<file path="src/rtl/position_pnl_tracker_defines.svh">
// ----------------------------------------------------------------------------
// position_pnl_tracker_defines
// Assertion macros shared by the tracker RTL.
// ----------------------------------------------------------------------------
`ifndef POSITION_PNL_TRACKER_DEFINES_SVH
`define POSITION_PNL_TRACKER_DEFINES_SVH

// same-cycle implication, clocked on clk, off during reset
`define PPT_ASSERT_NOW(lbl, ante, cons) \
    lbl: assert property (@(posedge clk) disable iff (!rst_n) (ante) |-> (cons)) \
        else $error("position_pnl_tracker: check failed");

// next-cycle implication
`define PPT_ASSERT_NEXT(lbl, ante, cons) \
    lbl: assert property (@(posedge clk) disable iff (!rst_n) (ante) |=> (cons)) \
        else $error("position_pnl_tracker: check failed");

`endif

</file>
<file path="src/rtl/ppt_mul.sv">
// ----------------------------------------------------------------------------
// ppt_mul
// Shared 32x32 unsigned multiplier with registered product.
// ----------------------------------------------------------------------------
module ppt_mul
(
    input  logic        clk,
    input  logic [31:0] a,
    input  logic [31:0] b,
    output logic [63:0] p
);

    logic [63:0] p_reg;

    always_ff @(posedge clk)
    begin
        p_reg <= 64'(a) * 64'(b);
    end

    assign p = p_reg;

endmodule

</file>
<file path="config.mk">
export PLATFORM = sky130hd
export DESIGN_NAME = ppt_mul
export DESIGN_NICKNAME = d
export VERILOG_FILES = /design/src/rtl/position_pnl_tracker_defines.svh /design/src/rtl/ppt_mul.sv
export SDC_FILE = /design/constraint.sdc
export NUM_CORES = 2
export LEC_CHECK = 0
export BUFFER_PORTS_ARGS = -buffer_cell sky130_fd_sc_hd__buf_2
export CAP_MARGIN = 20
export CORE_MARGIN = 1.5
export CORE_UTILIZATION = 60
export CTS_BUF_LIST = sky130_fd_sc_hd__clkbuf_16
export DETAILED_ROUTE_END_ITERATION = 8
export HOLD_SLACK_MARGIN = 0.12
export PLACE_DENSITY = 0.84
export SLEW_MARGIN = 20
export SYNTH_ARGS = -nofsm -noshare
export SYNTH_HDL_FRONTEND = slang
export SYNTH_SLANG_ARGS = --single-unit
</file>
<file path="constraint.sdc">
create_clock -name clk -period 16.65 [get_ports clk]
set_input_delay 1.665 -clock clk [delete_from_list [all_inputs] [get_ports clk]]
set_output_delay 1.665 -clock clk [all_outputs]
set_load 0.02 [all_outputs]
</file>
==> flow_metrics.env <==
export IMPL_dieArea_um2=59240
export IMPL_nets=4892
export IMPL_yosysTopAreaCellShare_pct=51.73
export IMPL_cts_sink_count=64
export IMPL_detail_route_wirelength_mm=88.07
export IMPL_ys_types=57
export IMPL_synth_simple_gate_area_share_pct=17.62
export IMPL_grt_max_degree=33
export IMPL_report_final_setup_viol=0
export IMPL_synth_area_mux_share_pct=0.02887
export IMPL_worstSetupPathType="in2reg"
export IMPL_synth_ff_type="dfxtp_1"
export IMPL_antenna_found_initial=1
export IMPL_global_route_usage_total_pct=31.29
export IMPL_fillers=4486
export IMPL_dr_pass1_iters=8
export IMPL_synth_sequential_area_ratio_pct=3.695
export IMPL_grt_first_pass_wirelength_mm=145.0
export IMPL_start_util_pct=61.14
export IMPL_h_tree_depth=3
export IMPL_critical_path_top_cell_by_count="fa_1"
export IMPL_worstPathBufferInverterCount=6
export IMPL_top_level_port_count=129
export IMPL_final_instance_count_excl_fill=4429
export IMPL_post_cts_resize_count=0
export IMPL_cp_required_ns=16.93
export IMPL_cts_tree="done"
export IMPL_critical_path_cell_chain="buf_2 > nand2_1 > fa_1 > inv_1 > fa_1 > inv_1 > fa_1 > inv_1 > fa_1 > fa_1 > fa_1 > fa_1 > inv_1 > fa_1 > inv_1 > ha_1 > nand4_1 > or4_1 > or3_1 > a31oi_1 > a31o_2 > a211oi_1 > o21ai_1 > xor2_1"
export IMPL_numCtsBuffers=9
export IMPL_postSynthRegisterBits=64
export IMPL_synth_enable_flop_cells=0
export IMPL_placed_cells_incl_taps=4413
export IMPL_totalNegativeSetupSlack_ns=0
export IMPL_cts_hold_buf=0
export IMPL_synth_compound_area_share_pct=4.153
export IMPL_drt_first_iter_violations=1985
export IMPL_status="finished, final reports clean"
export IMPL_slew_limit_headroom_pct=38.14
export IMPL_max_cap_violations=0
export IMPL_via_total_after_detailed_routing=25304
export IMPL_synth_fa_ha_area_share_pct=61.22
export IMPL_final_hold_violation_count=0
export IMPL_hpwl_reported_at_the_end_of_detailed_placement_mm=70.25
export IMPL_core_um2=56710
export IMPL_antennaDiodeCount=0
export IMPL_drc_markers=0
export IMPL_drive_above_1_share_pct=4.411
export IMPL_worstPathMaxFanout=32
export IMPL_post_synth_top_area_cell="fa_1"
export IMPL_period_share_pct=55.94
export IMPL_grt_setup_unrepaired="no"
export IMPL_detail_route_vias_per_cell=5.713
export IMPL_gp_congestion=0.9220
export IMPL_synthCells=3748
export IMPL_syn_nets=4972
export IMPL_cp_data_arrival_time_ns=9.59
export IMPL_synthXorXnorAreaFrac_pct=1.515
export IMPL_first_global_vias=28518
export IMPL_die_width_um=243.4
export IMPL_ys_warnings_count=0
export IMPL_fmax_mhz=107.4
export IMPL_syn_avg_cell_area_um2=9.252
export IMPL_die_y_um=243.4
export IMPL_largest_register_ff_count=64
export IMPL_synth_area_um2=34680
export IMPL_wl_per_cell_um=19.88
export IMPL_cp_top_family="adder cells"
export IMPL_timing_worst_slew_pin_value_ns=0.9279
export IMPL_worst_hold_slack_ns=1.966
export IMPL_setup_worst_path_start_class="primary input"
export IMPL_cts_path_max_buffers=2
export IMPL_pre_cts_ws_ns=7.138
export IMPL_ys_async_sr_fraction_pct=0
export IMPL_min_delay_path_class="in2reg"
export IMPL_shortest_clock_period_the_worst_path_allows_after_layout_ns=9.313
export IMPL_clock_root_buffer="clkbuf_16"
export IMPL_setup_slack_ns=7.337
export IMPL_clk_pin_slew_ns=0.06
export IMPL_cp_slowest_cell="buf_2"
export IMPL_post_cts_buffers=0
export IMPL_post_synth_main_area_contributors="fa_1 (52%), and2_1 (11%), ha_1 (9.5%), inv_1 (9.4%), nand2_1 (5.2%)"
export IMPL_critPathMaxStageDelay_ns=0.60
export IMPL_num_rows=87
export IMPL_flow_area_growth_from_synthesis_pct=3.132
export IMPL_final_max_slew_viol_count=0
export IMPL_buffer_ports_inserted=128
export IMPL_timing_critical_path_to_type="flip-flop"
export IMPL_postRouteAntennaNets=0
export IMPL_combinational_family_with_the_most_area_after_synthesis="adder cells"
export IMPL_globalRoute_totalOverflow=0
## logic make-up (layout without fill, tap and decap cells)
kind of cell | count (synthesis) | after routing
AND/OR/NAND/NOR | 1177 | 1177
adder cells (fa/ha/maj) | 1159 | 1159
multiplexers | 1 | 1
XOR/XNOR | 60 | 60
AO/OA/AOI/OAI | 202 | 202
flip-flops | 64 | 64
buffers and inverters | 1085 | 1010
## layer usage
layer	GRT usage, %	wire, um	vias up
met5	0	0	-
met4	17.67	5771	0
met3	4.373	6724	398
met2	55.18	45400	1297
met1	36.67	30170	12935
li1	-	-	10674
## per-stage QoR
stage               utilization, %  cell area [um^2]
finish                       63.06             35760
global route                 63.06             35760
CTS                          63.06             35760
detailed placement           62.48             35440
global placement             62.48             35440
floorplan                        -             34680
## cells in the final DEF, fill, tap and decap left out, types with 21 or more instances in the layout
cell and n:
a21o_1 40, a21oi_1 63, and2_1 602, buf_2 128
dfxtp_1 64, fa_1 896, ha_1 263, inv_1 865
nand2_1 480, nand4_1 23, o21ai_0 21, xnor2_1 35
xor2_1 25
## cell type report
cell class,count,area (um^2),area share [%]
inverter,865,3247,9.079
clock inverter,7,100.1,0.2799
clock buffer,9,225.2,0.6298
tap,756,945.9,2.645
multi-input combinational,2599,29310,81.97
sequential,64,1281,3.583
timing repair buffer,129,648.1,1.812
## final timing paths
kind  cells past startpoint    end  startpoint
max                      24  p[62]       a[22]
min                       2   p[0]        b[0]
## cell usage after synthesis (all sizes together), types with 3 or more instances
master	count
xor2	25
nor3	7
or2	3
o221ai	3
nand2	480
or3	3
o21bai	11
a221o	4
xnor2	35
inv	865
dfxtp	64
o21a	9
a21oi	66
buf	7
ha	263
o31ai	5
clkbuf	213
o21ai	26
a221oi	4
and3	14
fa	896
nand4	23
and2	602
a31oi	12
and4	3
a21o	40
or4	3
a211oi	3
nor2	20
nand3	10
a21boi	3
Power is left out: the tool's default activity adds up to more than one toggle a clock period on the data nets, which glitch-free logic cannot reach.
