### config.mk
export PLATFORM = sky130hd
export DESIGN_NAME = ppt_div
export DESIGN_NICKNAME = d
export VERILOG_FILES = /design/src/rtl/position_pnl_tracker_defines.svh /design/src/rtl/ppt_pkg.sv /design/src/rtl/ppt_div.sv
export SDC_FILE = /design/constraint.sdc
export NUM_CORES = 1
export LEC_CHECK = 0
export BUFFER_PORTS_ARGS = -buffer_cell sky130_fd_sc_hd__buf_4
export CORE_UTILIZATION = 63
export CTS_BUF_LIST = sky130_fd_sc_hd__clkbuf_8 sky130_fd_sc_hd__clkbuf_16
export DETAILED_ROUTE_END_ITERATION = 10
export HOLD_SLACK_MARGIN = 0.05
export PLACE_DENSITY = 0.95
export SETUP_SLACK_MARGIN = 0.15
export SYNTH_ARGS = -nofsm -noshare
export SYNTH_HDL_FRONTEND = slang
export SYNTH_SLANG_ARGS = --single-unit
### constraint.sdc
create_clock -name clk -period 8.9 [get_ports clk]
set_input_delay 2.225 -clock clk [delete_from_list [all_inputs] [get_ports clk]]
set_output_delay 2.225 -clock clk [all_outputs]
set_load 0.02 [all_outputs]
### src/rtl/position_pnl_tracker_defines.svh
// ----------------------------------------------------------------------------
// position_pnl_tracker_defines
// Assertion macros shared by the tracker RTL.
// ----------------------------------------------------------------------------
`ifndef POSITION_PNL_TRACKER_DEFINES_SVH
`define POSITION_PNL_TRACKER_DEFINES_SVH

// same-cycle implication, clocked on clk, off during reset
`define PPT_ASSERT_NOW(lbl, ante, cons) \
    lbl: assert property (@(posedge clk) disable iff (!rst_n) (ante) |-> (cons)) \
        else $error("position_pnl_tracker: check failed");

// next-cycle implication
`define PPT_ASSERT_NEXT(lbl, ante, cons) \
    lbl: assert property (@(posedge clk) disable iff (!rst_n) (ante) |=> (cons)) \
        else $error("position_pnl_tracker: check failed");

`endif

### src/rtl/ppt_pkg.sv
// ----------------------------------------------------------------------------
// ppt_pkg
// Types, codes and saturating helpers for the position / PnL tracker.
// ----------------------------------------------------------------------------
package ppt_pkg;

    localparam logic [1:0] CMD_BAR  = 2'd0;
    localparam logic [1:0] CMD_TICK = 2'd1;
    localparam logic [1:0] CMD_FILL = 2'd2;

    localparam int DIV_STEPS = 64;
    localparam int DIV_CNT_W = $clog2(DIV_STEPS);

    localparam logic [31:0] POS_LIMIT = 32'h7FFF_FFFF;
    localparam logic [47:0] OC_MAX    = 48'hFFFF_FFFF_FFFF;

    localparam logic signed [63:0] S64_MAX = 64'sh7FFF_FFFF_FFFF_FFFF;
    localparam logic signed [63:0] S64_MIN = 64'sh8000_0000_0000_0000;

    typedef struct packed {
        logic        start;
        logic [63:0] num_hi;
        logic [63:0] num_lo;
        logic [63:0] den;
    } ppt_div_req_t;

    typedef struct packed {
        logic        busy;
        logic        done;
        logic [63:0] quot;
    } ppt_div_rsp_t;

    function automatic logic signed [63:0] sat_add64(input logic signed [63:0] a,
                                                      input logic signed [63:0] b);
        logic signed [63:0] s;
        s = a + b;
        if (a[63] == b[63] && s[63] != a[63])
            return a[63] ? S64_MIN : S64_MAX;
        return s;
    endfunction

    function automatic logic signed [63:0] sat_sub64(input logic signed [63:0] a,
                                                      input logic signed [63:0] b);
        logic signed [63:0] s;
        s = a - b;
        if (a[63] != b[63] && s[63] != a[63])
            return a[63] ? S64_MIN : S64_MAX;
        return s;
    endfunction

endpackage

### src/rtl/ppt_div.sv
// ----------------------------------------------------------------------------
// ppt_div
// Radix-2 restoring divider, 128-bit dividend by 64-bit divisor. The quotient
// saturates to all ones when it would not fit in 64 bits.
// ----------------------------------------------------------------------------
module ppt_div
(
    input  logic                  clk,
    input  logic                  rst_n,
    input  ppt_pkg::ppt_div_req_t req,
    output ppt_pkg::ppt_div_rsp_t rsp
);
    import ppt_pkg::*;

    logic                 busy_reg;
    logic                 done_reg;
    logic [DIV_CNT_W-1:0] cnt_reg;
    logic [63:0]          rem_reg;
    logic [63:0]          sh_reg;
    logic [63:0]          den_reg;
    logic [63:0]          quot_reg;

    logic [64:0] trial;
    logic        ge;

    assign trial = {rem_reg, sh_reg[63]};
    assign ge    = trial >= {1'b0, den_reg};

    always_ff @(posedge clk or negedge rst_n)
    begin
        if (!rst_n)
        begin
            busy_reg <= 1'b0;
            done_reg <= 1'b0;
            cnt_reg  <= '0;
        end
        else
        begin
            done_reg <= 1'b0;
            if (req.start)
            begin
                if (req.num_hi >= req.den)
                begin
                    busy_reg <= 1'b0;
                    done_reg <= 1'b1;
                end
                else
                begin
                    busy_reg <= 1'b1;
                    cnt_reg  <= '0;
                end
            end
            else if (busy_reg)
            begin
                cnt_reg <= cnt_reg + 1'b1;
                if (cnt_reg == DIV_CNT_W'(DIV_STEPS - 1))
                begin
                    busy_reg <= 1'b0;
                    done_reg <= 1'b1;
                end
            end
        end
    end

    always_ff @(posedge clk)
    begin
        if (req.start)
        begin
            rem_reg  <= req.num_hi;
            sh_reg   <= req.num_lo;
            den_reg  <= req.den;
            quot_reg <= '1;     // kept on overflow
        end
        else if (busy_reg)
        begin
            rem_reg  <= ge ? 64'(trial - {1'b0, den_reg}) : trial[63:0];
            sh_reg   <= {sh_reg[62:0], 1'b0};
            quot_reg <= {quot_reg[62:0], ge};
        end
    end

    assign rsp.busy = busy_reg;
    assign rsp.done = done_reg;
    assign rsp.quot = quot_reg;

endmodule

==> flow_summary.json <==
{
  "clock_latency_ns": 0.55,
  "place_area_um2": 18700,
  "drc_errors": 0,
  "critPathBufInv": 1,
  "critPathKind": "flip-flop to flip-flop",
  "syn_nets": 1878,
  "ys_ff_latch": 264,
  "grt_start_max_net_pins": 133,
  "leakage_uw": 0.00873,
  "critPathMaxFanout": 33,
  "final_common_cell": "buf_4",
  "clk_pin_slew_ns": 0.06,
  "status": "finished clean",
  "drv_slew": 0,
  "hold_start": "quot_reg[34]$_SDFFE_PP1P_",
  "layout-drive-gt1-share_pct": 25.9,
  "maxCapViolations": 0,
  "max-slew-margin-rel_pct": 18.1,
  "viasPerCell": 6.23,
  "reg2reg_to": "rem_reg[7]$_DFFE_PP_",
  "synthesis.area_um2": 16600,
  "num_vias": 13300,
  "clockBufferDepth": 3,
  "worstMarginPinSlew_ns": 1.23,
  "rrSetupSlack_ns": 3.97,
  "skew_ns": 0.00993,
  "yosys_warnings": 0,
  "critPathLaunchType": "flip-flop",
  "synth_edf_count": 192,
  "rsz0062_at_grt": "no",
  "cts_hold_buf": 0,
  "layout.nets": 2103,
  "post_cts_buffers": 0,
  "worst_setup_path_end_kind": "flip-flop",
  "irDropWorstVdd_uv": 250,
  "timing.hold.ws_ns": 0.485,
  "diodes": 0,
  "fin_tns_setup_ns": 0,
  "area_delta_synth_final_pct": 18.0,
  "initial_core_util_pct": 64.0,
  "grt_util_all_layers_pct": 31.2,
  "yosysUniqueCellTypes": 80,
  "antenna_found_initial": 0,
  "hold_class": "flip-flop to flip-flop",
  "fin_area_um2": 19600,
  "die_y_um": 164,
  "wl_per_cell_um": 20.2,
  "port_buffers": 260,
  "cts_tree": "yes",
  "antenna_left": 0,
  "synthArstFlopShare_pct": 3.03,
  "critPathMaxStageDelay_ns": 0.77,
  "synthFlopType": "edfxtp_1",
  "firstDrtPassIters": 8,
  "period_needed_ns": 4.93,
  "clk_root_buffer_cell": "clkbuf_16",
  "die_w_um": 164,
  "ios": 261,
  "grt_pass1_vias": 13100,
  "hold_path_end": "quot_reg[35]$_SDFFE_PP1P_",
  "routabilityCongestion": 0.931,
  "power.total_uw": 6110,
  "grt-ovfl-total": 0,
  "syn_avg_cell_area_um2": 10.7,
  "cp_top_family": "compound AO/OA/AOI/OAI gates",
  "fmax_mhz": 203,
  "routed_wl_um": 43000,
  "yosysSeqAreaShare_pct": 43.6,
  "grt_pass1_wl_um": 66800,
  "critPathSlowestCell": "or2_2",
  "rows": 59,
  "clock_sinks": 264,
  "final_cell_mix": "266 x buf_4, 192 x edfxtp_1, 159 x inv_1",
  "die-area_um2": 27000,
  "cts_resized": 0,
  "setup_viol": 0,
  "htree_levels": 1,
  "design.core.area_um2": 26000,
  "fillers": 1630,
  "drt_iter0_markers": 1238,
  "p_per_area_nw_per_um2": 311,
  "rr_startpoint": "rem_reg[2]$_DFFE_PP_",
  "hold_violations": 0,
  "syn_inst": 1553,
  "worstPathArrival_ns": 5.22,
  "rr_worst_depth": 12,
  "cts_made_buffers": 28,
  "worstPathCellList": "ha_1 -> o211ai_1 -> a21oi_2 -> nor2_1 -> o21a_1 -> a311oi_4 -> o2111ai_2 -> a21oi_2 -> or2_2 -> buf_4 -> mux2_2 -> mux2_2",
  "fin_crit_sh_pct": 55.4,
  "critical_path_required_ns": 9.20,
  "dp_hpwl_um": 30400,
  "hold_depth": 1
}
-- report_power, final --
group / switching [uW] / total, uW / internal [uW] / leakage [uW]
logic: 1680 / 3080 / 1400 / 0.00567
registers: 167 / 1850 / 1690 / 0.00258
clock network: 489 / 1180 / 687 / 0.000481
-- how the worst max path moves through the flow --
| stage | slack [ns] | endpoint | cells after the start | from |
|---|---|---|---|---|
| after floorplan | 3.78 | rem_reg[0]$_DFFE_PP_ | 4 | req[192] |
| after global placement | 3.76 | cnt_reg[4]$_DFFE_PN0P_ | 12 | req[57] |
| final | 3.97 | rem_reg[7]$_DFFE_PP_ | 12 | rem_reg[2]$_DFFE_PP_ |
| after CTS | 4.05 | rem_reg[7]$_DFFE_PP_ | 12 | rem_reg[2]$_DFFE_PP_ |
| after detailed placement | 3.60 | cnt_reg[4]$_DFFE_PN0P_ | 12 | req[57] |
| after global routing | 3.73 | rem_reg[7]$_DFFE_PP_ | 11 | rem_reg[37]$_DFFE_PP_ |
-- kinds of logic after synthesis --
family / after synthesis / synth area share (%)
AOI/OAI and AO/OA: 404 / 17.1
and+or+nand+nor: 339 / 11.2
DFF: 264 / 43.6
buffers and inverters: 224 / 5.61
muxes: 135 / 9.72
adders and majority gates: 130 / 9.83
xor gates and xnor gates: 57 / 3.00
-- routing by layer --
layer,global-route usage (%),up-vias,wire [um]
met4,11.8,0,1640
met3,7.01,130,3770
li1,-,6185,-
met5,0,-,0
met1,38.5,6330,16700
met2,53.3,660,20900
-- synthesized netlist by cell type, types with 9 or more instances --
master / count / share of area, %
edfxtp_1: 192 / 35
inv_1: 152 / 3.4
ha_1: 129 / 9.7
a21oi_1: 109 / 3.3
mux2_2: 103 / 7.0
nor2b_1: 78 / 2.9
o21ai_0: 67 / 2.0
a211o_1: 66 / 3.5
dfxtp_1: 64 / 7.7
nand2_1: 64 / 1.4
a21o_1: 53 / 2.4
nor2_1: 49 / 1.1
clkbuf_1: 41 / 0.93
xnor2_1: 40 / 2.1
nand4_1: 37 / 1.4
mux2_4: 27 / 2.4
nand3_1: 18 / 0.54
nor3_1: 18 / 0.54
nor3b_1: 18 / 0.81
a221o_1: 17 / 1.0
xor2_1: 17 / 0.90
buf_2: 15 / 0.45
a31oi_1: 12 / 0.45
and3_1: 10 / 0.38
o21bai_1: 10 / 0.45
nand2b_1: 9 / 0.34
-- per-stage QoR --
| stage | std cells | worst slack [ns] | util, % |
|---|---|---|---|
| CTS | 2134 | 4.05 | 75.5 |
| detailed placement | 2083 | 3.60 | 72.0 |
| global placement | 2083 | 3.76 | 72.0 |
| global route | 2134 | 3.73 | 75.5 |
| floorplan | 1553 | 3.78 | - |
| finish | 2134 | 3.97 | 75.5 |
-- layout make-up --
class | instances | area (um^2) | area share (%)
tap | 335 | 419 | 2.14
inverter | 152 | 571 | 2.91
clock inverter | 20 | 161 | 0.823
timing repair buffer | 267 | 2010 | 10.3
sequential | 264 | 7250 | 37.0
multi-input combinational | 1065 | 8450 | 43.1
clock buffer | 31 | 753 | 3.84
Power figures use the tool's default switching activity.
